<file path="src/rtl/rchc_pkg.sv">
// Shared widths, register codes and pipeline structs of the corruption checker.
package rchc_pkg;

  localparam int WORD_W     = 16;
  localparam int MODID_W    = 2;
  localparam int DEPTH_W    = 11;
  localparam int NUM_W      = 32;
  localparam int CNT_W      = 14;
  localparam int DEV_W      = 31;
  localparam int LVL_W      = 30;
  localparam int POS_W      = 15;
  localparam int ROW_W      = 12;
  localparam int STOP_W     = 12;
  localparam int CELL_SUM_W = 13;
  localparam int QUO_W      = 5;
  localparam int MOD_W      = 7;
  localparam int CH_W       = 3;
  localparam int CFG_IDX_W  = 2;
  localparam int CFG_W      = 32;
  localparam int RECIP_SH   = 24;
  localparam int NUM_STOPS  = 8;
  localparam int GAIN_COUNT = 2;

  localparam logic [DEPTH_W-1:0] DEPTH_CAP   = 11'd1024;
  localparam logic [DEPTH_W-1:0] DEPTH_RST   = 11'd30;
  localparam logic [NUM_W-1:0]   GATE_RST    = 32'd100;
  localparam logic [NUM_W-1:0]   SIGMA_RST   = 32'd1022209;
  localparam logic [WORD_W-1:0]  LEVEL_RST   = 16'd200;

  typedef enum logic [CFG_IDX_W-1:0] {
    REG_READ_DEPTH   = 2'd0,
    REG_TRIGGER_GATE = 2'd1,
    REG_SIGMA_K      = 2'd2,
    REG_LOW_LEVEL    = 2'd3
  } cfg_reg_t;

  // One decoded frame word headed for the history memory
  typedef struct packed {
    logic                  live;
    logic                  sample;
    logic                  start;
    logic                  last;
    logic                  gate_ok;
    logic [WORD_W-1:0]     adc;
    logic [CELL_SUM_W-1:0] cell_sum;
    logic [QUO_W-1:0]      quo;
    logic [MOD_W-1:0]      module_sel;
    logic [CH_W-1:0]       channel;
    logic                  gain;
  } item_t;

  typedef struct packed {
    logic [NUM_W-1:0] event_number;
    logic [NUM_W-1:0] trigger_number;
  } header_t;

  // Frame totals handed to the verdict stages
  typedef struct packed {
    logic                    valid;
    logic signed [DEV_W-1:0] dev;
    logic [CNT_W-1:0]        match_total;
    logic [LVL_W-1:0]        level;
    logic [CNT_W-1:0]        samples;
  } tally_t;

endpackage

</file>
<file path="src/rtl/rchc_result_if.sv">
// Per-event verdict channel.
interface rchc_result_if;
  import rchc_pkg::*;
  logic                    valid;
  logic                    ready;
  logic                    corrupted;
  logic                    low_mean;
  logic                    deviation_hit;
  logic [NUM_W-1:0]        event_number;
  logic [NUM_W-1:0]        trigger_number;
  logic [CNT_W-1:0]        matched_count;
  logic signed [DEV_W-1:0] deviation_sum;
  modport source (output valid, corrupted, low_mean, deviation_hit, event_number,
                  trigger_number, matched_count, deviation_sum, input ready);
  modport sink (input valid, corrupted, low_mean, deviation_hit, event_number,
                trigger_number, matched_count, deviation_sum, output ready);
endinterface

</file>
<file path="src/rtl/rchc_judge.sv">
// Verdict stages: squares, products, comparisons and the result register.
module rchc_judge (
  input  logic                        clk,
  input  logic                        rst,
  input  rchc_pkg::tally_t            tally,
  input  rchc_pkg::header_t           header,
  input  logic [rchc_pkg::NUM_W-1:0]  sigma_k,
  input  logic [rchc_pkg::WORD_W-1:0] low_level,
  rchc_result_if.source               result
);
  import rchc_pkg::*;

  localparam int SQ_W  = 2 * DEV_W;
  localparam int RHS_W = NUM_W + CNT_W;
  localparam int PRD_W = SQ_W + 10;

  logic [DEV_W-1:0]        mag;

  logic                    c_valid;
  logic [SQ_W-1:0]         c_sq;
  logic [RHS_W-1:0]        c_rhs;
  logic [LVL_W-1:0]        c_lreq;
  logic [LVL_W-1:0]        c_level;
  logic [CNT_W-1:0]        c_samples;
  logic [CNT_W-1:0]        c_matches;
  logic signed [DEV_W-1:0] c_dev;

  logic                    d_valid;
  logic [PRD_W-1:0]        d_prod;
  logic [RHS_W-1:0]        d_rhs;
  logic                    d_lowm;
  logic [CNT_W-1:0]        d_matches;
  logic signed [DEV_W-1:0] d_dev;

  logic                    devh;

  assign mag  = tally.dev[DEV_W-1] ? DEV_W'(-tally.dev) : DEV_W'(tally.dev);
  assign devh = (d_matches > CNT_W'(1)) && (d_prod > PRD_W'(d_rhs));

  // Stage valids and result handshake
  always_ff @(posedge clk) begin
    if (rst) begin
      c_valid      <= 1'b0;
      d_valid      <= 1'b0;
      result.valid <= 1'b0;
    end else begin
      c_valid <= tally.valid;
      d_valid <= c_valid;
      if (d_valid) begin
        result.valid <= 1'b1;
      end else if (result.ready) begin
        result.valid <= 1'b0;
      end
    end
  end

  // Multiply, then scale and compare, then load the result
  always_ff @(posedge clk) begin
    c_sq      <= SQ_W'(mag) * SQ_W'(mag);
    c_rhs     <= RHS_W'(sigma_k) * RHS_W'(tally.match_total);
    c_lreq    <= LVL_W'(low_level) * LVL_W'(tally.samples);
    c_level   <= tally.level;
    c_samples <= tally.samples;
    c_matches <= tally.match_total;
    c_dev     <= tally.dev;

    d_prod    <= {c_sq, 10'b0} - PRD_W'({c_sq, 4'b0}) - PRD_W'({c_sq, 3'b0});
    d_rhs     <= c_rhs;
    d_lowm    <= (c_samples != '0) && (c_level < c_lreq);
    d_matches <= c_matches;
    d_dev     <= c_dev;

    if (d_valid) begin
      result.corrupted      <= d_lowm || devh;
      result.low_mean       <= d_lowm;
      result.deviation_hit  <= devh;
      result.event_number   <= header.event_number;
      result.trigger_number <= header.trigger_number;
      result.matched_count  <= d_matches;
      result.deviation_sum  <= d_dev;
    end
  end

endmodule

</file>
<file path="src/flat_wrapper.sv">
// flat-port wrapper written by rule: the top's interface ports become plain ports
module rchc_judge_flat import rchc_pkg::*;
  (clk, rst, tally, header, sigma_k, low_level, result_valid, result_corrupted, result_low_mean, result_deviation_hit, result_event_number, result_trigger_number, result_matched_count, result_deviation_sum, result_ready);
  rchc_result_if result_i ();
  input  logic clk;
  input  logic rst;
  input  rchc_pkg::tally_t tally;
  input  rchc_pkg::header_t header;
  input  logic [rchc_pkg::NUM_W-1:0] sigma_k;
  input  logic [rchc_pkg::WORD_W-1:0] low_level;
  output wire logic [$bits(result_i.valid)-1:0] result_valid;
  output wire logic [$bits(result_i.corrupted)-1:0] result_corrupted;
  output wire logic [$bits(result_i.low_mean)-1:0] result_low_mean;
  output wire logic [$bits(result_i.deviation_hit)-1:0] result_deviation_hit;
  output wire logic [$bits(result_i.event_number)-1:0] result_event_number;
  output wire logic [$bits(result_i.trigger_number)-1:0] result_trigger_number;
  output wire logic [$bits(result_i.matched_count)-1:0] result_matched_count;
  output wire logic [$bits(result_i.deviation_sum)-1:0] result_deviation_sum;
  input wire logic [$bits(result_i.ready)-1:0] result_ready;
  assign result_valid = result_i.valid;
  assign result_corrupted = result_i.corrupted;
  assign result_low_mean = result_i.low_mean;
  assign result_deviation_hit = result_i.deviation_hit;
  assign result_event_number = result_i.event_number;
  assign result_trigger_number = result_i.trigger_number;
  assign result_matched_count = result_i.matched_count;
  assign result_deviation_sum = result_i.deviation_sum;
  assign result_i.ready = result_ready;
  rchc_judge u_core (.clk(clk), .rst(rst), .tally(tally), .header(header), .sigma_k(sigma_k), .low_level(low_level), .result(result_i));
endmodule
</file>
<file path="config.mk">
export PLATFORM = sky130hd
export DESIGN_NAME = rchc_judge_flat
export DESIGN_NICKNAME = d
export VERILOG_FILES = /design/src/rtl/rchc_pkg.sv /design/src/rtl/rchc_result_if.sv /design/src/rtl/rchc_judge.sv /design/src/flat_wrapper.sv
export SDC_FILE = /design/constraint.sdc
export NUM_CORES = 2
export LEC_CHECK = 0
export BUFFER_PORTS_ARGS = -buffer_cell sky130_fd_sc_hd__buf_2
export CAP_MARGIN = 20
export CORE_MARGIN = 4
export CORE_UTILIZATION = 35
export CTS_BUF_LIST = sky130_fd_sc_hd__clkbuf_8
export CTS_CLUSTER_SIZE = 20
export DETAILED_ROUTE_END_ITERATION = 10
export GPL_TIMING_DRIVEN = 0
export SYNTH_ARGS = -nofsm -noshare
export SYNTH_HDL_FRONTEND = slang
export SYNTH_SLANG_ARGS = --single-unit
</file>
<file path="constraint.sdc">
create_clock -name clk -period 11.2 [get_ports clk]
set_input_delay 0 -clock clk [delete_from_list [all_inputs] [get_ports clk]]
set_output_delay 0 -clock clk [all_outputs]
set_load 0.02 [all_outputs]
</file>
# Word level (Yosys, flattened, before mapping)
# Index checks and enable logic that the tools add are counted.
# op_classes
multipliers	3
n_mux	3
n_shift	0
add_sub_neg	3
n_bitwise	0
n_eq_ne	0
reduce_logical	5
div_mod_pow	0
n_lt_le_gt_ge	3
# op_table
operator	count
72-bit by 46-bit > comparator with 1-bit output	1
72-bit by 65-bit subtractor with 72-bit output	1
72-bit by 66-bit subtractor with 72-bit output	1
31-bit by 31-bit multiplier with 62-bit output	1
32-bit by 14-bit multiplier with 46-bit output	1
31-bit 2-to-1 mux	1
31-bit negation	1
30-bit less-than comparator	1
16-bit by 14-bit multiplier with 30-bit output	1
14-bit by 1-bit > comparator with 1-bit output (second input constant)	1
14-bit nonzero test	1
1-bit logical AND	2
1-bit 2-to-1 mux	2
2-bit nonzero test	1
1-bit logical OR	1
# totals
rom_bits	0
reg_bits	506
latch_bits	0
wordCells	39
ram_bits	0
output_inout_bits	113
n_memories	0

# Longest topological paths before layout
# logic_depth
word_depth	3
ltp_mapped	39
depth_no_buf	37

# Least setup slack after synthesis
# OpenSTA, ideal clock, no wires.
# synth_path
path_type	input to register
from	input port tally[58] (netlist name)
to	register u_core.c_sq[58]
cell_stages	34
setup_ps	126
slack_ps	2118
arrival_time_ps	8956
path_cell_list	clkbuf_1 > inv_1 > clkbuf_1 > ha_1 > nand3_1 > o41a_1 > xnor2_1 > clkbuf_1 > nor2_1 > fa_1 > fa_1 > fa_1 > inv_1 > fa_1 > inv_1 > fa_1 > fa_1 > fa_1 > inv_1 > fa_1 > inv_1 > ha_1 > clkbuf_1 > and4_1 > and2_1 > a221oi_1 > a221oi_1 > a2111oi_0 > nor4_1 > o31ai_1 > a21oi_1 > a21o_1 > nor4_1 > nor3_1
# synth_via
elab_chain_cells	3
# synth_rtl
item	line	text
start, declared	flat_wrapper.sv:7	input rchc_pkg::tally_t tally;
31-bit negation	rchc_judge.sv:37	assign mag = tally.dev[DEV_W-1] ? DEV_W'(-tally.dev) : DEV_W'(tally.dev);
31-bit 2-to-1 mux *	rchc_judge.sv:37	
31-bit by 31-bit multiplier with 62-bit output *	rchc_judge.sv:59	c_sq <= SQ_W'(mag) * SQ_W'(mag);
end signal, assigned	rchc_judge.sv:59	
end, declared	rchc_judge.sv:20	logic [SQ_W-1:0] c_sq;
# Mark *: on every way between the ends. The rest lies on a longest branch, timed or not.
# A chain may end at the register's enable or synchronous reset.

# Worst setup path after layout
# Same ends and word-level chain as after synthesis.

==> results_tabular.tex <==
\begin{tabular}{lr}
\hline
Metric & Value \\
\hline
\multicolumn{2}{l}{\textbf{Outcome}} \\
\quad Outcome & completed \\
\multicolumn{2}{l}{\textbf{Place}} \\
\quad Port bufs & 317 \\
\quad Post-detail-place hpwl & 158000 um \\
\quad Final weighted congestion in routability-driven placement & 0.957 \\
\multicolumn{2}{l}{\textbf{Worst setup path}} \\
\quad Combined buffer and inverter count along the critical path & 11 \\
\quad Element type at the critical path end & flip-flop \\
\quad CP most frequent cell & fa\_1 \\
\quad Logic depth of the worst setup path including buffers & 36 \\
\quad Reg2reg path depth & 14 \\
\quad Path type of the worst setup path & in -> reg \\
\quad Arrival time worst endpoint & 11.70 ns \\
\quad Largest delay contributor family on the critical path & adder cells \\
\quad Crit-path slowest cell & clkinv\_1 \\
\quad Biggest fanout along the worst timing path & 12 \\
\quad Kind of launch point of the worst setup path & input port \\
\quad Data required, critical path & 11.93 ns \\
\quad CP max stage delay & 0.79 ns \\
\multicolumn{2}{l}{\textbf{Min path}} \\
\quad Worst Hold Class & in -> reg \\
\quad Hold Path Stages & 5 \\
\multicolumn{2}{l}{\textbf{Layout}} \\
\quad FF/Latch Area & 11100 um\^{}2 \\
\quad Most used cells in the layout excluding fill and tap cells & inv\_1, fa\_1, nand2\_1, ha\_1, dfxtp\_1 \\
\quad Share of layout cells above drive strength 1 & 6.89\% \\
\quad Synthesis-to-finish area growth & 15.8\% \\
\quad Commonest non-fill, non-tap cell in the layout & inv\_1 \\
\quad Number of filler instances in the final layout & 18600 \\
\quad NumNets Final & 9748 \\
\quad Area of the multi-input gates & 48400 um\^{}2 \\
\multicolumn{2}{l}{\textbf{Floorplan}} \\
\quad Die Height & 443 um \\
\quad DIE AREA & 196000 um\^{}2 \\
\quad Area of the core & 188000 um\^{}2 \\
\quad Floorplan row count & 159 \\
\quad Number of top-level design ports & 318 \\
\quad Chip Width & 443 um \\
\quad Starting density of the core & 35.2\% \\
\multicolumn{2}{l}{\textbf{Timing}} \\
\quad Total count of hold-check failures in the final report & 0 \\
\quad Slew at the pin closest to its max-slew limit & 1.20 ns \\
\quad Max-slew headroom & 20.1\% \\
\quad Number of failing setup endpoints in the final timing report & 0 \\
\quad Unrepaired setup endpoints after global routing & false \\
\quad Final number of max-transition violations & 0 \\
\quad Part of the cycle the worst path needs & 98.0\% \\
\quad Layout Skew & 0.0819 ns \\
\quad Maximum operating frequency & 0.0912 GHz \\
\quad Worst-case hold slack & 0.104 ns \\
\quad Final critical-path required period & 10.97 ns \\
\multicolumn{2}{l}{\textbf{Drt}} \\
\quad Length of the first detailed-routing pass in iterations & 6 \\
\quad Mean routed wirelength per cell & 19.0 um \\
\quad Wirelength, routed & 194000 um \\
\quad Overall via count from detail\_route & 49400 \\
\quad Detailed Route Iter0 Violations & 3434 \\
\quad Number of nets still failing antenna checks after routing & 0 \\
\quad \# DRC & 0 \\
\quad Via density per instance & 4.84 \\
\multicolumn{2}{l}{\textbf{Logic synthesis}} \\
\quad Number of enable flip-flop cells after synthesis & 112 \\
\quad Xor and xnor fraction of the mapped netlist area & 3.16\% \\
\quad Prevailing post-synth register cell & dfxtp\_1 \\
\quad Number of instances in the synthesized netlist & 6837 \\
\quad Register bit total from synthesis & 499 \\
\quad YS warnings & 0 \\
\quad Leading post-synthesis cells by cell area & fa\_1, dfxtp\_1, ha\_1, inv\_1, edfxtp\_1 \\
\quad Library cell occupying the most area in the post-synthesis netlist & fa\_1 \\
\quad Arithmetic-cell share of the synthesized area counting full adders, half adders and majority gates & 51.6\% \\
\quad Synthesized-area fraction occupied by ao, oa, aoi and oai cells & 6.90\% \\
\quad Combinational family with the most area after synthesis & adder cells \\
\quad Post-synthesis instance area & 66200 um\^{}2 \\
\quad Share of synthesized flip-flops with an asynchronous set or reset & 0\% \\
\quad Fraction of synthesized cell area taken by the top area cell type & 40.0\% \\
\quad Multiplexer fraction of the synthesized cell area & 0.0170\% \\
\quad Average footprint of a synthesized cell & 9.68 um\^{}2 \\
\quad Share of the yosys chip area belonging to registers & 16.8\% \\
\quad Area fraction in and, or, nand and nor cells after synthesis & 11.3\% \\
\quad Distinct cell type count after synthesis & 76 \\
\multicolumn{2}{l}{\textbf{Global route}} \\
\quad First-pass GRT wire length & 305000 um \\
\quad Antenna violations before repair & 17 \\
\quad Tot GR Track Use & 20.1\% \\
\quad Vias in the first global route & 53800 \\
\quad Pin count of the biggest net entering global routing & 60 \\
\quad Total congestion overflow after global routing & 0 \\
\multicolumn{2}{l}{\textbf{Clocking}} \\
\quad Clock-pin slew of the registers on the worst-case setup and hold paths & 0.05 ns \\
\quad TritonCTS clock tree & built \\
\quad TritonCTS buffer count & 91 \\
\quad Maximum count of clock buffers along a single path & 3 \\
\quad Sink Count & 499 \\
\quad Later-pin clock latency in the skew report & 0.83 ns \\
\quad Number of levels in the clock H-tree & 3 \\
\quad Clock Root Buffer & clkbuf\_8 \\
\multicolumn{2}{l}{\textbf{Job}} \\
\quad Max-cap violations & 0 \\
\hline
\end{tabular}
-- registers in the layout (all words and copies together), names as in the netlist, 31 cells and up --
name / count
u_core.result.event_number: 32
u_core.result.trigger_number: 32
u_core.c_rhs: 46
u_core.c_sq: 61
u_core.d_prod: 68
u_core.result.deviation_sum: 31
u_core.d_rhs: 46
-- worst min-delay path, stage by stage --
cell and delay [ns]:
buf_2 0.17, and2_1 0.17, fa_1 0.18, ha_1 0.23
xnor2_1 0.10
-- stage by stage --
step           setup TNS (ns)  worst slack [ns]  cell area (um^2)  utilization [%]  std cells
6_report                    0             0.229             76600             40.8      10200
5_1_grt                     0           0.00246             76600             40.8      10200
4_1_cts                     0           0.00910             76500             40.7      10200
3_5_place_dp           -43.71             -2.04             71200             37.9       9682
3_3_place_gp           -44.74             -2.01             70900             37.8       9670
2_1_floorplan               0              2.12             66200                -       6858
-- repair_timing --
item | 4_1_cts | 5_1_grt
endpoints found under the setup margin | 24 | 8
gates resized for setup | 4 | 17
hold buffers | 331 | 0
setup buffers | 0 | 0
hold endpoints to repair | 185 | 0
-- logic make-up after synthesis --
logic type | Yosys count
AOI/OAI and AO/OA | 703
xor gates and xnor gates | 239
adders and majority gates | 1932
buffers and inverters | 1814
DFF | 499
muxes | 1
other | 2
and+or+nand+nor | 1647
-- cells in the mapped netlist, types with 38 or more instances --
cell type     n
a21o_1      146
a21oi_1     217
and2_1      264
clkbuf_1    219
dfxtp_1     387
edfxtp_1    112
fa_1       1323
ha_1        609
inv_1      1578
nand2_1     800
nand3_1      38
nand4_1      58
nor2_1      322
o21ai_0     114
o21bai_1     38
xnor2_1     154
xor2_1       85
-- final timing paths --
check | start | slack, ns | to
setup / recovery | tally[58] | 0.23 | u_core.c_sq[58]
hold / removal | low_level[13] | 0.10 | u_core.c_lreq[14]
setup reg to reg | u_core.c_sq[2] | 6.53 | u_core.d_prod[66]
hold reg to reg | u_core.c_rhs[41] | 0.32 | u_core.d_rhs[41]
-- final cells by class --
cell class	instances	area share, %
flip-flops and latches	499	14.5
inverters	1588	7.79
multi-input cells	4545	63.2
clock buffers	113	2.03
well taps	2495	4.07
plain buffers	225	1.11
clock inverters	57	0.634
diodes	18	0.0588
repair buffers	661	6.60
-- layer usage --
| layer | wire length, um | track usage, % | up-vias |
|---|---|---|---|
| met2 | 91600 | 33.1 | 1660 |
| met4 | 11700 | 10.5 | 12 |
| met1 | 77700 | 25.1 | 24900 |
| li1 | - | - | 22400 |
| met5 | 80 | 0 | - |
| met3 | 13100 | 3.58 | 435 |
Power is not shown: default switching activity piles up to over one toggle a cycle in this logic, so the estimate is an artifact.
