**src/rtl/rchc_pkg.sv**
```systemverilog
// Shared widths, register codes and pipeline structs of the corruption checker.
package rchc_pkg;

  localparam int WORD_W     = 16;
  localparam int MODID_W    = 2;
  localparam int DEPTH_W    = 11;
  localparam int NUM_W      = 32;
  localparam int CNT_W      = 14;
  localparam int DEV_W      = 31;
  localparam int LVL_W      = 30;
  localparam int POS_W      = 15;
  localparam int ROW_W      = 12;
  localparam int STOP_W     = 12;
  localparam int CELL_SUM_W = 13;
  localparam int QUO_W      = 5;
  localparam int MOD_W      = 7;
  localparam int CH_W       = 3;
  localparam int CFG_IDX_W  = 2;
  localparam int CFG_W      = 32;
  localparam int RECIP_SH   = 24;
  localparam int NUM_STOPS  = 8;
  localparam int GAIN_COUNT = 2;

  localparam logic [DEPTH_W-1:0] DEPTH_CAP   = 11'd1024;
  localparam logic [DEPTH_W-1:0] DEPTH_RST   = 11'd30;
  localparam logic [NUM_W-1:0]   GATE_RST    = 32'd100;
  localparam logic [NUM_W-1:0]   SIGMA_RST   = 32'd1022209;
  localparam logic [WORD_W-1:0]  LEVEL_RST   = 16'd200;

  typedef enum logic [CFG_IDX_W-1:0] {
    REG_READ_DEPTH   = 2'd0,
    REG_TRIGGER_GATE = 2'd1,
    REG_SIGMA_K      = 2'd2,
    REG_LOW_LEVEL    = 2'd3
  } cfg_reg_t;

  // One decoded frame word headed for the history memory
  typedef struct packed {
    logic                  live;
    logic                  sample;
    logic                  start;
    logic                  last;
    logic                  gate_ok;
    logic [WORD_W-1:0]     adc;
    logic [CELL_SUM_W-1:0] cell_sum;
    logic [QUO_W-1:0]      quo;
    logic [MOD_W-1:0]      module_sel;
    logic [CH_W-1:0]       channel;
    logic                  gain;
  } item_t;

  typedef struct packed {
    logic [NUM_W-1:0] event_number;
    logic [NUM_W-1:0] trigger_number;
  } header_t;

  // Frame totals handed to the verdict stages
  typedef struct packed {
    logic                    valid;
    logic signed [DEV_W-1:0] dev;
    logic [CNT_W-1:0]        match_total;
    logic [LVL_W-1:0]        level;
    logic [CNT_W-1:0]        samples;
  } tally_t;

endpackage

```
**src/rtl/rchc_frame.sv**
```systemverilog
// Frame parser: word position, header, stop cells and sample decode.
module rchc_frame #(
  parameter int NUM_MODULES  = 4,
  parameter int NUM_CELLS    = 4096,
  parameter int NUM_CHANNELS = 8
) (
  input  logic                          clk,
  input  logic                          rst,
  input  logic                          accept,
  input  logic [rchc_pkg::WORD_W-1:0]   sample_word,
  input  logic                          start_of_event,
  input  logic [rchc_pkg::MODID_W-1:0]  module_id,
  input  logic [rchc_pkg::DEPTH_W-1:0]  read_depth,
  input  logic [rchc_pkg::NUM_W-1:0]    trigger_gate,
  output logic                          last_pending,
  output rchc_pkg::item_t               item,
  output rchc_pkg::header_t             header
);
  import rchc_pkg::*;

  localparam int RECIP   = (1 << RECIP_SH) / NUM_CELLS;
  localparam int RECIP_W = $clog2(RECIP + 1);
  localparam int PROD_W  = RECIP_SH + QUO_W + 1;

  logic                  in_frame;
  logic [POS_W-1:0]      word_position;
  logic [DEPTH_W-1:0]    frame_depth;
  logic [MOD_W-1:0]      frame_module;
  logic [WORD_W-1:0]     event_hi;
  logic [WORD_W-1:0]     trig_hi;
  logic [NUM_W-1:0]      event_num;
  logic [NUM_W-1:0]      trig_num;
  logic [STOP_W-1:0]     stop_cells [NUM_STOPS];

  logic                  active;
  logic [DEPTH_W-1:0]    cap_depth;
  logic [MOD_W-1:0]      mod_red;
  logic [POS_W-1:0]      pos;
  logic [DEPTH_W-1:0]    depth;
  logic [MOD_W-1:0]      modv;
  logic                  is_last;
  logic [ROW_W-1:0]      row;
  logic [2:0]            rec;
  logic                  odd;
  logic [ROW_W-1:0]      roi;
  logic                  sample;
  logic [CH_W-1:0]       channel;
  logic [CH_W-1:0]       ch_red;
  logic [CELL_SUM_W-1:0] cell_sum;
  logic [PROD_W-1:0]     prod;
  logic [NUM_W-1:0]      hdr_num;

  // Decode the word against the frame it belongs to
  always_comb begin
    cap_depth = (read_depth > DEPTH_CAP) ? DEPTH_CAP : read_depth;
    mod_red = MOD_W'(module_id);
    for (int k = 0; k < 3; k++) begin
      if (int'(mod_red) >= NUM_MODULES) begin
        mod_red = MOD_W'(int'(mod_red) - NUM_MODULES);
      end
    end
    active = accept && (start_of_event || in_frame);
    pos    = start_of_event ? '0 : word_position;
    depth  = start_of_event ? cap_depth : frame_depth;
    modv   = start_of_event ? mod_red : frame_module;
    is_last = (pos == POS_W'({depth, 4'b0000}) + POS_W'(23));
    row = pos[POS_W-1:3];
    rec = pos[2:0];
    odd = (row >= ROW_W'(depth) + ROW_W'(3));
    roi = row - ROW_W'(3) - (odd ? ROW_W'(depth) : '0);
    sample = active && (row >= ROW_W'(3)) && !(odd && rec > 3'd5) &&
             (roi > ROW_W'(1)) && (roi + ROW_W'(1) < ROW_W'(depth));
    channel = {rec[2:1], odd};
    ch_red = (int'(channel) >= NUM_CHANNELS) ? CH_W'(int'(channel) - NUM_CHANNELS)
                                             : channel;
    cell_sum = CELL_SUM_W'(roi) + CELL_SUM_W'(stop_cells[channel]);
    prod = PROD_W'(cell_sum) * PROD_W'(RECIP);
    hdr_num = NUM_W'(sample_word) + {(rec[1] ? trig_hi : event_hi), 16'h0000}
              - NUM_W'(rec[1] ? trig_hi : event_hi);
  end

  assign last_pending = in_frame &&
                        (word_position == POS_W'({frame_depth, 4'b0000}) + POS_W'(23));

  // Advance the frame position
  always_ff @(posedge clk) begin
    if (rst) begin
      in_frame      <= 1'b0;
      word_position <= '0;
      frame_depth   <= '0;
      frame_module  <= '0;
      for (int s = 0; s < NUM_STOPS; s++) begin
        stop_cells[s] <= '0;
      end
    end else begin
      if (active) begin
        in_frame      <= !is_last;
        word_position <= is_last ? '0 : pos + POS_W'(1);
        if (start_of_event) begin
          frame_depth  <= cap_depth;
          frame_module <= mod_red;
        end
        if (row == ROW_W'(2)) begin
          stop_cells[rec] <= sample_word[STOP_W-1:0];
        end
      end
    end
  end

  // Hold header numbers and the decoded item
  always_ff @(posedge clk) begin
    if (rst) begin
      item.live <= 1'b0;
    end else begin
      item.live <= active;
    end
    if (active && row == '0) begin
      case (rec)
        3'd0: event_hi <= sample_word;
        3'd1: event_num <= hdr_num;
        3'd2: trig_hi <= sample_word;
        3'd3: trig_num <= hdr_num;
        default: ;
      endcase
    end
    if (active && is_last) begin
      header.event_number   <= event_num;
      header.trigger_number <= trig_num;
    end
    item.sample     <= sample;
    item.start      <= start_of_event;
    item.last       <= is_last;
    item.gate_ok    <= trig_num > trigger_gate;
    item.adc        <= sample_word;
    item.cell_sum   <= cell_sum;
    item.quo        <= prod[RECIP_SH +: QUO_W];
    item.module_sel <= modv;
    item.channel    <= ch_red;
    item.gain       <= rec[0];
  end

endmodule

```
**config.mk**
```make
export PLATFORM = sky130hd
export DESIGN_NAME = rchc_frame
export DESIGN_NICKNAME = d
export VERILOG_FILES = /design/src/rtl/rchc_pkg.sv /design/src/rtl/rchc_frame.sv
export SDC_FILE = /design/constraint.sdc
export NUM_CORES = 1
export LEC_CHECK = 0
export BUFFER_PORTS_ARGS = -buffer_cell sky130_fd_sc_hd__buf_2
export CORE_MARGIN = 1.5
export CORE_UTILIZATION = 38
export CTS_CLUSTER_DIAMETER = 80
export DETAILED_ROUTE_END_ITERATION = 8
export SLEW_MARGIN = 20
export SYNTH_ARGS = -nofsm -noshare
export SYNTH_HDL_FRONTEND = slang
export SYNTH_SLANG_ARGS = --single-unit
```
**constraint.sdc**
```tcl
create_clock -name clk -period 9.5 [get_ports clk]
set_input_delay 2.85 -clock clk [delete_from_list [all_inputs] [get_ports clk]]
set_output_delay 2.85 -clock clk [all_outputs]
set_load 0.02 [all_outputs]
```
# Word level (Yosys, flattened, before mapping)
# Memories as Yosys holds them, arrays and structs flattened.
# Index checks and enable logic that the tools add are counted.
[totals] ff_bits=240 mem_bits_rw=96 output_inout_bits=115 elab_cells=81 n_memories=1
[classes] n_addsub=10 order_cmp=7 n_eq_ne=6 muxes=17 n_reduce_logical=19
[mem_list] memory="stop_cells" depth=8 word_bits=12 read_ports=1 rd_clocked_by_memory_dff=0 write_ports=8 line_no="rchc_frame.sv:33" source="logic [STOP_W-1:0] stop_cells [NUM_STOPS];"
[op_table] cell="two-way mux 11 bit" n=3
[op_table] cell="adder 16 x 32 -> 32 bit" n=1
[op_table] cell="> comparator 32 bit" n=1
[op_table] cell="two-way mux 16 bit" n=2
[op_table] cell="subtractor 32 x 16 -> 32 bit" n=1
[op_table] cell="adder 15 x 5 -> 15 bit, second input constant" n=2
[op_table] cell="equality test 15 bit" n=2
[op_table] cell="two-way mux 15 bit" n=2
[op_table] cell="adder 15 x 1 -> 15 bit, second input constant" n=1
[op_table] cell="adder 12 x 12 -> 13 bit" n=1
[op_table] cell="adder 11 x 2 -> 12 bit, second input constant" n=1
[op_table] cell="adder 12 x 1 -> 12 bit, second input constant" n=1
[op_table] cell="equality test 12 x 2 -> 1 bit, second input constant" n=1
[op_table] cell="greater-or-equal comparator 12 bit" n=1
[op_table] cell="greater-or-equal comparator 12 x 2 -> 1 bit, second input constant" n=1
[op_table] cell="> comparator 12 x 1 -> 1 bit, second input constant" n=1
[op_table] cell="logical NOT 12 bit" n=1
[op_table] cell="< comparator 12 x 11 -> 1 bit" n=1
[op_table] cell="two-way mux 12 bit" n=1
[op_table] cell="OR reduction 12 bit" n=1
[op_table] cell="subtractor 12 x 11 -> 12 bit" n=1
[op_table] cell="subtractor 12 x 2 -> 12 bit, second input constant" n=1
[op_table] cell="> comparator 11 bit, second input constant" n=1
[op_table] cell="logical AND 1 bit" n=9
[op_table] cell="other kinds (10)" n=21

# Longest topological paths before layout
# Gate-level depths: netlist (run 1).
[depth] word_depth=10 ltp_mapped=35 depth_no_buf=30

# Worst setup path after synthesis (run 1)
# OpenSTA, ideal clock, no wires.
[synth_timing] kind="input port to flip-flop" start="in start_of_event" end="reg header[0] (netlist name) (enable)" setup_time_ns=0.565 arrival_time_ns=9.361 required_ns=8.935 slack_ns=-0.426 cell_stages=11 n_path_buf=3 cell_sequence="buf_6 buf_6 buf_2 and3_1 a21oi_1 inv_1 ha_1 a21boi_1 or3_1 a2111o_1 nor3_1"
[synth_via] elab_chain_len=4
[synth_rtl] item="start, declared" line_no="rchc_frame.sv:11" source="input logic start_of_event,"
[synth_rtl] item="two-way mux 11 bit"
[synth_rtl] item="via depth[1]" line_no="rchc_frame.sv:39" source="logic [DEPTH_W-1:0] depth;"
[synth_rtl] item="adder 15 x 5 -> 15 bit" line_no="rchc_frame.sv:66" source="is_last = (pos == POS_W'({depth, 4'b0000}) + POS_W'(23));"
[synth_rtl] item="equality test 15 bit" line_no="rchc_frame.sv:66"
[synth_rtl] item="logical AND 1 bit" line_no="rchc_frame.sv:126" source="if (active && is_last) begin"
[synth_rtl] item="end, declared" line_no="rchc_frame.sv:17" source="output rchc_pkg::header_t header"
# The timed path passes the listed nets, and every way through them passes these cells.
# A chain may end at the register's enable or synchronous reset.

# Worst setup path after layout (run 1)
[layout_timing] start="in start_of_event" end="reg item[48] (netlist name)"
[layout_via] elab_chain_len=8
[layout_rtl] item="two-way mux 11 bit"
[layout_rtl] item="adder 11 x 2 -> 12 bit" line_no="rchc_frame.sv:69" source="odd = (row >= ROW_W'(depth) + ROW_W'(3));"
[layout_rtl] item="greater-or-equal comparator 12 bit" line_no="rchc_frame.sv:69"
[layout_rtl] item="two-way mux 11 bit or logical AND 1 bit (tied branches)" line_no="rchc_frame.sv:70, rchc_frame.sv:71"
[layout_rtl] item="subtractor 12 x 11 -> 12 bit or logical NOT 1 bit (tied branches)" line_no="rchc_frame.sv:70, rchc_frame.sv:71"
[layout_rtl] item="adder 12 x 1 -> 12 bit, or another cell as far along" line_no="rchc_frame.sv:72" source="(roi > ROW_W'(1)) && (roi + ROW_W'(1) < ROW_W'(depth));"
[layout_rtl] item="< comparator 12 x 11 -> 1 bit or logical AND 1 bit (tied branches)" line_no="rchc_frame.sv:72, rchc_frame.sv:71"
[layout_rtl] item="logical AND 1 bit (*)" line_no="rchc_frame.sv:72"
[layout_rtl] item="via sample" line_no="rchc_frame.sv:46" source="logic sample;"
[layout_rtl] item="end, declared" line_no="rchc_frame.sv:16" source="output rchc_pkg::item_t item,"
# The timed path passes the listed nets; every way through them passes the cells marked *.

==> summary by stage, run 1 <==
Place
The detailed-placement wirelength estimate is 30.4 mm. During placement, the flow inserted port buffers numbering 175. The routability congestion estimate is 0.865.

Synthesis
Synthesis produced 1429 cells. For this run, the register share of the synthesized area comes to 54.8%. For this run, asynchronously set or reset flops after synthesis account for 0%. After synthesis, the mean cell area works out to 11.8 um^2. The number of enable-type register cells in the synthesized netlist is 256. The synthesized design contains 335 register bits. The number of distinct library cells after synthesis is 78. The area of the mapped netlist is 16900 um^2.

The most used flip-flop cell after synthesis is sky130_fd_sc_hd__edfxtp_1. The Yosys step of the flow raised 0 warnings.

Die
The die covers 45800 um^2. The initialized floorplan defines 77 standard-cell rows. The floorplan step defined a core boundary enclosing 44000 um^2. The height of the chip is 214 um.

The floorplan step set the die width to 214 um. 180 I/O pins were placed. Once the floorplan was initialized, standard cells occupied 38.4% of the core.

Timing
The slew at the pin with the worst max-slew slack is 981 ps. In the final timing run, aggregate negative setup slack is 0 ps. The number of endpoints failing setup at the final stage is 0. Setup repair after global routing left no endpoint under its margin. The clock period minus final worst setup slack is 8890 ps. The number of max-slew violations in the final report was 0. The achievable clock frequency is 113 MHz. The final hold violation count is 0. Of the available clock period, the critical path in the final layout requires 93.5%.

The worst-case clock skew is 17.7 ps. The worst slack on hold paths is 417 ps. The max-slew headroom at the worst pin is 34.4%.

Power
In this run the static leakage power is 7.79 nW. In this run the power density over the cells is 174 nW/um^2. The worst-case IR drop observed on VDD is 0.000112 V.

Clocking
The clock reaches the later pin of the worst-skew pair after 560 ps. Gates resized during post-CTS repair numbered 0. The buffer cell driving the clock tree root is sky130_fd_sc_hd__clkbuf_16. Hold repair after CTS inserted 0 buffers. The clock transition time at the flip-flop clock pins of the worst setup and hold paths is 50 ps. Buffers inserted during clock tree synthesis total 39. The number of clock sinks is 335. The buffer levels on the longest clock path is 3. The number of setup buffers added after CTS is 0. TritonCTS built the clock tree. In this run the number of H-tree levels came out at 2.

Global route
In the global route stage, met1 resource usage came out at 25.4%. In this run the most used layer during global routing was met2. The met3 track demand over resource in global routing is 2.81%. The initial antenna violation count is 1. Summed over all layers, the global routing overflow is 0.

For met2 alone, demand over resource in global routing was 29.0%. The pin count of the biggest net entering global routing is 65. The number of global-route vias before repair is 11400. The wire length of the first global-routing pass is 65.0 mm. The total global routing track utilization is 18.2%.

Critical path
The critical path launch point type is an input pin. Of all nets on the critical path, the largest fanout is 18. The slowest stage of the critical path belongs to the cell sky130_fd_sc_hd__fa_1. Broken down by cell family, the worst path's largest delay share belongs to compound AO/OA/AOI/OAI gates.

STA puts the critical path data arrival time at 9370 ps. The critical path is of the in -> reg type. The dominant cell type by count on the critical path is sky130_fd_sc_hd__ha_1. The number of buffers and inverters on the critical path is 3. The biggest cell delay along the critical path is 410 ps. STA classifies the critical path endpoint as a register. The data required time of the worst path is 9980 ps.

Detailed routing
The total iterations of the first detailed-routing run is 6. Once detail routing completed, the nets flagged for antenna violations numbered 0. The post-detailed-route via-to-cell ratio is 5.13. The vias after detailed routing is 11500.

For this run, design rule violations remaining after detail routing come to 0. The detailed router finished its first iteration with 749 violations. After detailed routing, the total wire length is 41.9 mm. The wire length per cell is 18.7 um.

Finish
The library cell used most frequently in the layout, excluding fill and tap cells, is sky130_fd_sc_hd__edfxtp_1. In the final layout, the share of cells above drive strength 1 is 19.1%. The number of antenna diodes in the final layout is 0.

In the layout the commonest cells are sky130_fd_sc_hd__edfxtp_1 (256), sky130_fd_sc_hd__buf_2 (175), sky130_fd_sc_hd__ha_1 (113). The growth of design area from synthesis to finish is 16.8%. The final net count is 1799.

Flow run
The tool flagged a number of max-cap violations equal to 0.

Outcome
The flow ran to the end, and the final reports show no timing, DRC or antenna violations.

Min path
In this run the worst hold path is classified as reg -> reg.
routing by layer:
metal | routed length, um | vias up
li1 | - | 5561
met1 | 19700 | 5520
met2 | 18900 | 327
met3 | 2200 | 78
met4 | 1080 | 2
met5 | 13 | -
worst reg2reg max path, delay by kind of cell (launching register included):
family	cells	cell delay (ps)
buffers and inverters	1	40
xor gates and xnor gates	3	660
DFF	1	490
AOI/OAI and AO/OA	12	2770
adders and majority gates	5	1510
and+or+nand+nor	7	1110
kinds of logic after synthesis:
logic type / after synthesis / share of synthesized area (%)
AND/OR/NAND/NOR: 450 / 14.5
flip-flops: 335 / 54.8
AO/OA/AOI/OAI: 205 / 8.23
buffers and inverters: 159 / 3.99
adder cells (fa/ha/maj): 117 / 8.77
XOR/XNOR: 92 / 4.76
multiplexers: 70 / 4.89
other: 1 / 0.0222
stage by stage:
stage / utilization [%] / setup WS, ps / instance area, um^2 / total power [mW] / cells
2_1_floorplan: - / 502 / 16900 / 1.88 / 1432
3_3_place_gp: 42.0 / 340 / 18500 / 1.99 / 2169
3_5_place_dp: 42.0 / 178 / 18500 / 2.00 / 2169
4_1_cts: 44.9 / 734 / 19800 / 3.49 / 2238
5_1_grt: 44.9 / 60.6 / 19800 / 3.58 / 2238
6_report: 44.9 / 613 / 19800 / 3.44 / 2238
sequential cells by signal (all words and copies together), names as in the netlist:
| signal | cells |
|---|---|
| header | 64 |
| frame_module | 7 |
| word_position | 15 |
| event_num | 32 |
| trig_num | 32 |
| trig_hi | 16 |
| item | 45 |
| in_frame | 1 |
| stop_cells | 96 |
| frame_depth | 11 |
| event_hi | 16 |
path summary, 6_finish.rpt:
path / start / end / slack (ps) / cells after the start
worst min register to register: event_num[6] / header[38] / 420 / 0
worst max-delay path: start_of_event / item[48] / 610 / 28
worst max register to register: frame_depth[2] / item[48] / 2870 / 28
worst min-delay path: event_num[6] / header[38] / 420 / 0
power breakdown:
part	switching [mW]	total [mW]	internal [mW]
sequential	0.0198	1.64	1.62
combinational	0.204	0.327	0.123
clock	0.626	1.48	0.851
total	0.850	3.44	2.60
cells in the mapped netlist (12+ instances only):
cell | instances | area [um^2]
sky130_fd_sc_hd__nand4_1 | 16 | 100
sky130_fd_sc_hd__a211oi_1 | 19 | 143
sky130_fd_sc_hd__clkbuf_1 | 33 | 124
sky130_fd_sc_hd__nand2b_1 | 18 | 113
sky130_fd_sc_hd__xnor2_1 | 67 | 587
sky130_fd_sc_hd__and2_1 | 101 | 632
sky130_fd_sc_hd__nand3_1 | 28 | 140
sky130_fd_sc_hd__nor2_1 | 95 | 357
sky130_fd_sc_hd__edfxtp_1 | 256 | 7690
sky130_fd_sc_hd__o21ai_0 | 30 | 150
sky130_fd_sc_hd__nor3_1 | 36 | 180
sky130_fd_sc_hd__nor4_1 | 19 | 119
sky130_fd_sc_hd__mux2i_1 | 50 | 500
sky130_fd_sc_hd__o21a_1 | 13 | 97.6
sky130_fd_sc_hd__dfxtp_1 | 79 | 1580
sky130_fd_sc_hd__ha_1 | 113 | 1410
sky130_fd_sc_hd__nor2b_1 | 19 | 119
sky130_fd_sc_hd__xor2_1 | 25 | 219
sky130_fd_sc_hd__or2_2 | 12 | 75.1
sky130_fd_sc_hd__nand2_1 | 52 | 195
sky130_fd_sc_hd__inv_1 | 100 | 375
sky130_fd_sc_hd__a21oi_1 | 49 | 245
area by class of cell:
cell class,instances,area [um^2]
Tap cell,592,741
Clock buffer,46,1030
Sequential cell,335,9270
Clock inverter,23,241
Multi-Input combinational cell,938,7000
Timing Repair Buffer,200,1060
Inverter,104,407
Fill cell,4027,24300
No activity file was read; power rests on OpenSTA's default activity.
==> run 2, diff against run 1 <==
--- a/config.mk
+++ b/config.mk
@@ -6,7 +6,7 @@
 export NUM_CORES = 1
 export LEC_CHECK = 0
 export BUFFER_PORTS_ARGS = -buffer_cell sky130_fd_sc_hd__buf_2
-export CORE_MARGIN = 1.5
+export CORE_MARGIN = 5
 export CORE_UTILIZATION = 38
 export CTS_CLUSTER_DIAMETER = 80
 export DETAILED_ROUTE_END_ITERATION = 8
==> summary by stage, run 2 (synthesized netlist as in run 1, its figures left out) <==
Critical path
The worst setup path is of the in -> reg kind. Of all nets on the critical path, the largest fanout is 17. The category of the worst setup path capture point is a register. The startpoint of the worst-slack reg-to-reg timing path is frame_depth[2]. In this run the register-to-register setup slack is 2860 ps. Measured in cells, the most critical reg-to-reg path has a length of 28. In this run the critical register-to-register path is captured at item[48]. The data required time of the worst path is 9970 ps.

The critical path launch point type is an input pin. The critical path ends at item[48]. The worst setup path startpoint is start_of_event.

Counting stages on the worst path, the most repeated cell is sky130_fd_sc_hd__ha_1. The slowest stage of the critical path belongs to the cell sky130_fd_sc_hd__fa_1. On the worst path, the slowest cell contributes a delay of 410 ps. The data arrival at the endpoint of the critical path is 9290 ps.

Clocking
The number of clock buffers inserted by TritonCTS is 38. The number of gates resized after CTS was 0. The count of hold buffers inserted by post-cts repair is 0. The TritonCTS clock tree is yes.

For the worst-skew pair, the clock arrives at the later sink with an insertion delay of 540 ps. The tree built by TritonCTS fans out to 335 sinks. The post-CTS setup buffer count is 0. The buffer levels on the longest clock path is 3. The buffer cell driving the clock tree root is sky130_fd_sc_hd__clkbuf_16. The deepest level of the CTS H-tree is 2. Clock-pin slew was measured on the worst setup and hold paths at 60 ps.

Finish
The layout has 4122 filler cells. Cells with a size suffix above 1 make up 18.6% of the layout. The number of flip-flops in the largest register is 96. The final net count is 1798. The area growth from synthesis to layout is 16.9%. The register bank with the most flops is stop_cells. In the layout the commonest cells are sky130_fd_sc_hd__edfxtp_1 (256), sky130_fd_sc_hd__buf_2 (175), sky130_fd_sc_hd__ha_1 (113).

The commonest non-fill, non-tap cell in the layout is sky130_fd_sc_hd__edfxtp_1. The largest registers in the layout are stop_cells (96), header (64), item (45). The count of antenna diodes in the layout is 0.

Timing
The achievable clock frequency is 113 MHz. Setup violations remaining at the end of the flow were counted as 0. In this run the tightest slew margin relative to its limit is 27.6%. The slew at the pin with the worst max-slew slack is 1080 ps. Setup repair after global routing left no endpoint under its margin.

On the final layout, the worst clock skew is 12.3 ps. The number of max-slew violations in the final report came to 0. For the final routed database, the setup TNS stands at 0 ps.

After layout, the minimum clock period comes to 8820 ps. The final hold violation count is 0. The final worst-path cycle share is 92.8%.

The worst slack on hold paths is 414 ps.

Die
From bottom edge to top edge, the die measures 221 um. The area inside the core boundary is 44100 um^2. The floorplan step defined a die boundary enclosing 48800 um^2. The I/O pin total is 180. Once the floorplan was initialized, standard cells occupied 38.3% of the core. The number of cell rows is 77. The die is 221 um wide.

Place
The detailed-placement wirelength estimate is 31.4 mm. Input and output buffers added on the ports amount to 175. The congestion estimate from routability-driven global placement came to 0.881.

Power
The clock network is responsible for 43.0% of the overall power. The power density over cell area is 175 nW/um^2. For this design the total switching power over the nets is 0.824 mW. The peak ir drop on the vdd network is 0.000141 V. Of the total power, combinational logic draws 9.5%. The internal power component is 2.63 mW. Sequential cells account for 47.5% of the total power. The switching fraction of total power is 23.9%. Power comes to 3.45 mW. The leakage power is 7.79 nW.

Global route
The total global routing track utilization is 16.9%. The number of global-route vias before repair is 11300. The initial antenna violation count is 0. The pin count of the biggest net entering global routing is 65.

The first global-routing pass estimated 65.9 mm of wire. The total congestion overflow is 0.

Detailed routing
The first routing iteration left 825 violations. For this block, the routed nets add up to 42.4 mm of wire. The wire length per cell is 18.9 um. The DRC violations left is 0. In this run the remaining antenna-violating nets after routing total 0. Before antenna repair, the detailed router went through 7 iterations. After detailed routing, the number of vias per cell comes to 5.13. The vias after detailed routing is 11500.

Min path
The class of the tightest hold or removal check is reg -> reg.

Outcome
The run finished with clean final reports.

Flow run
The number of max-cap violations is 0.
==> run 2: per-layer routing <==
metal  GRT usage (%)  share of wire (%)
met2            25.8                 44
met5               0                  0
met1            24.3                 47
met4            5.88                3.2
met3            2.98                6.1
==> run 2: worst max-delay path, delay by kind of cell <==
family / cells / cell delay [ps]
buf+inv: 4 / 680
compound gates: 11 / 2490
simple gates: 5 / 1010
fa+ha+maj: 6 / 1670
xor+xnor: 3 / 610
==> run 2: metrics by stage <==
| stage | cells | instance area (um^2) | worst slack, ps | util, % |
|---|---|---|---|---|
| final | 2239 | 19800 | 682 | 44.8 |
| after CTS | 2239 | 19800 | 771 | 44.8 |
| after floorplan | 1432 | 16900 | 502 | - |
| after global routing | 2239 | 19800 | 142 | 44.8 |
| after global placement | 2169 | 18500 | 443 | 41.9 |
| after detailed placement | 2169 | 18500 | 221 | 41.9 |
==> run 2: area by class of cell <==
type                       instances  area, um^2  area share (%)
clock inverter                    20         213            1.08
clock buffer                      50        1070            5.40
multi-input combinational        938        7000            35.4
tap                              592         741            3.75
inverter                         104         407            2.06
sequential                       335        9270            46.9
timing repair buffer             200        1060            5.38
==> run 2: how the worst min path moves through the flow <==
stage / endpoint / cells after the start / startpoint
finish: header[52] / 0 / event_num[20]
detailed placement: header[41] / 0 / event_num[9]
floorplan: header[32] / 0 / event_num[0]
CTS: header[46] / 0 / event_num[14]
global route: header[48] / 0 / event_num[16]
global placement: header[63] / 0 / event_num[31]
==> run 2: power by group through the flow <==
stage	Clock [mW]	Sequential (mW)	Combinational [mW]
final	1.48	1.64	0.327
after global routing	1.58	1.64	0.361
after CTS	1.52	1.64	0.330
after detailed placement	0	1.67	0.328
after global placement	0	1.67	0.323
after floorplan	0	1.68	0.202
==> run 3, diff against run 2 <==
--- a/config.mk
+++ b/config.mk
@@ -8,8 +8,10 @@
 export BUFFER_PORTS_ARGS = -buffer_cell sky130_fd_sc_hd__buf_2
 export CORE_MARGIN = 5
 export CORE_UTILIZATION = 38
+export CTS_BUF_LIST = sky130_fd_sc_hd__clkbuf_16
 export CTS_CLUSTER_DIAMETER = 80
 export DETAILED_ROUTE_END_ITERATION = 8
+export PLACE_DENSITY_LB_ADDON = 0.15
 export SLEW_MARGIN = 20
 export SYNTH_ARGS = -nofsm -noshare
 export SYNTH_HDL_FRONTEND = slang
==> summary by stage, run 3 (synthesized netlist as in run 1, its figures left out) <==
Critical path
In this run the worst setup path begins at start_of_event. The setup check on the worst reg-to-reg path leaves a slack of 2790 ps. Counting buffers and inverters, the worst setup path is 29 cells deep. The critical path launch point type is an input pin. In this run the critical register-to-register path is captured at item[48]. The worst setup path is captured at a register. Following the worst setup path forward leads to its endpoint at item[48]. The startpoint of the worst-slack reg-to-reg timing path is frame_depth[2].

The count of cells along the worst register-to-register path is 28. Data on the critical path arrives at its endpoint at 9340 ps. Data on the critical path is required at its endpoint by 9980 ps. The biggest cell delay along the critical path is 410 ps.

The largest individual stage delay along the critical path comes from the cell sky130_fd_sc_hd__fa_1. The maximum fanout along the worst path is 25. Among the stages of the critical path, the cell type that occurs most often is sky130_fd_sc_hd__ha_1. Broken down by cell family, the worst path's largest delay share belongs to compound AO/OA/AOI/OAI gates. The critical path is of the in -> reg type. The number of buffers and inverters on the critical path is 4.

Timing
The setup slack after layout is 639 ps. The clock period minus final worst setup slack is 8860 ps. The tightest hold path in the finished design has a slack of 417 ps. For the final database, setup skew stands at 15.4 ps.

Setup repair after global routing left no endpoint under its margin. The setup TNS is 0 ps. The achievable clock frequency is 113 MHz. The final worst-path cycle share is 93.3%. The number of endpoints failing setup at the final stage is 0.

The slew at the pin with the worst max-slew slack is 1000 ps. The number of max-slew violations in the final report came to 0. The max-slew headroom at the worst pin is 32.6%.

The final hold violation count came to 0.

Global route
Global routing used 17.9% of the available tracks across all layers. The number of global-route vias before repair was 11400. The wire length of the first global-routing pass is 68.9 mm. The initial antenna violation count was 1. Entering global routing, the biggest net connects 65 pins. The total overflow left after global routing is 0.

Min path
The min-delay analysis places its worst path in the category reg -> reg.

Finish
The fill cell instance count of the final layout is 4210. The fraction of the core area covered by cells at the end of the flow is 44.9%. The multi-input combinational cell area is 7000 um^2. The count of antenna diodes in the layout is 0.

The growth of design area from synthesis to finish is 17.2%. The final net count is 1802. The area used by sequential logic in the layout is 9270 um^2. Of the cells placed in the final design, the portion with a size suffix greater than 1 is 18.9%. The number of flip-flops in the largest register is 96.

In the layout the commonest cells are sky130_fd_sc_hd__edfxtp_1 (256), sky130_fd_sc_hd__buf_2 (175), sky130_fd_sc_hd__ha_1 (113). The largest registers in the layout are stop_cells (96), header (64), item (45). The commonest non-fill, non-tap cell in the layout is sky130_fd_sc_hd__edfxtp_1. The register bank with the most flops is stop_cells. The number of non-filler instances in the completed layout is 2243.

Die
The core region is 44100 um^2. The I/O pin total is 180. Measured along the y axis, the die boundary spans 221 um. For this configuration, the core starts out at a cell density of 38.3%.

The number of cell rows is 77. From left edge to right edge, the die measures 221 um. The die covers 48800 um^2.

Clocking
After clock tree synthesis, the flow added hold-fix buffers numbering 0. TritonCTS built the clock tree. The deepest level of the CTS H-tree is 2. The buffer levels on the longest clock path is 3. The post-CTS setup buffer count is 0. The number of clock buffers added by TritonCTS is 39.

For this design, the sink count on the clock tree is 335. Gates resized during post-CTS repair numbered 0. The clock transition time at the flip-flop clock pins of the worst setup and hold paths is 60 ps. The clock latency on the worst-skew pair is 550 ps. In this run the clock root is driven by a sky130_fd_sc_hd__clkbuf_16.

Power
The power density over cell area is 176 nW/um^2. In this run the static leakage power is 7.84 nW. The worst-case IR drop observed on VDD is 0.000148 V.

Detailed routing
In this run, the number of DRC markers left after iteration 0 of detailed routing was 627. Across all layers, the routed design uses 11400 vias. Dividing the detail-routed wire length by the instance count gives 19.8 um. The number of nets still failing antenna checks after routing is 0. The first detailed-routing pass ran for 7 iterations.

The post-detailed-route via-to-cell ratio is 5.10. The DRC violations left is 0. Summed over all layers, the routed wires come to 44.5 mm.

Place
In this run, placement finished with an instance count of 2172. The detailed-placement wirelength estimate is 32.7 mm. The routability congestion estimate is 0.844. Port buffering added 175 buffers. The post-place setup slack is 178 ps.

Outcome
The flow ran to the end, and the final reports show no timing, DRC or antenna violations.

Flow run
The number of max-cap violations is 0.
run 3: cell types whose count changed in the layout (fill, tap and decap cells not counted), sizes merged:
cell	before	now
bufinv	4	6
buf	200	203
clkinv	9	14
inv	108	110
clkinvlp	3	4
clkbuf	50	41
run 3: layout make-up:
class | count | area share [%]
clock buffer | 41 | 5.18
multi-input combinational | 938 | 35.3
inverter | 104 | 2.05
tap | 592 | 3.74
sequential | 335 | 46.8
clock inverter | 30 | 1.39
timing repair buffer | 203 | 5.54
run 3: routing by layer:
| layer | wire (um) | share of wire [%] | GRT usage [%] | vias to the layer above |
|---|---|---|---|---|
| li1 | - | - | - | 5577 |
| met1 | 21400 | 48 | 26.0 | 5437 |
| met2 | 19200 | 43 | 26.5 | 353 |
| met3 | 2550 | 5.7 | 4.23 | 74 |
| met4 | 1340 | 3.0 | 5.56 | 2 |
| met5 | 13 | 0.029 | 0 | - |
run 3: report_power, final:
| part | internal (mW) | switching (mW) |
|---|---|---|
| logic | 0.124 | 0.206 |
| clock network | 0.918 | 0.603 |
| registers | 1.62 | 0.0210 |
| total | 2.66 | 0.830 |
run 3: stage by stage:
stage / total power [mW] / instance area (um^2)
2_1_floorplan: 1.88 / 16900
6_report: 3.49 / 19800
3_3_place_gp: 2.00 / 18500
5_1_grt: 3.63 / 19800
3_5_place_dp: 2.00 / 18500
4_1_cts: 3.54 / 19800
run 3: worst min-delay path by stage:
stage                        from         end  slack [ps]  cells past startpoint
floorplan            event_num[0]  header[32]         400                      0
global placement    event_num[13]  header[45]         400                      0
detailed placement   event_num[5]  header[37]         400                      0
CTS                 event_num[17]  header[49]         420                      0
global route        event_num[11]  header[43]         420                      0
finish               event_num[6]  header[38]         420                      0
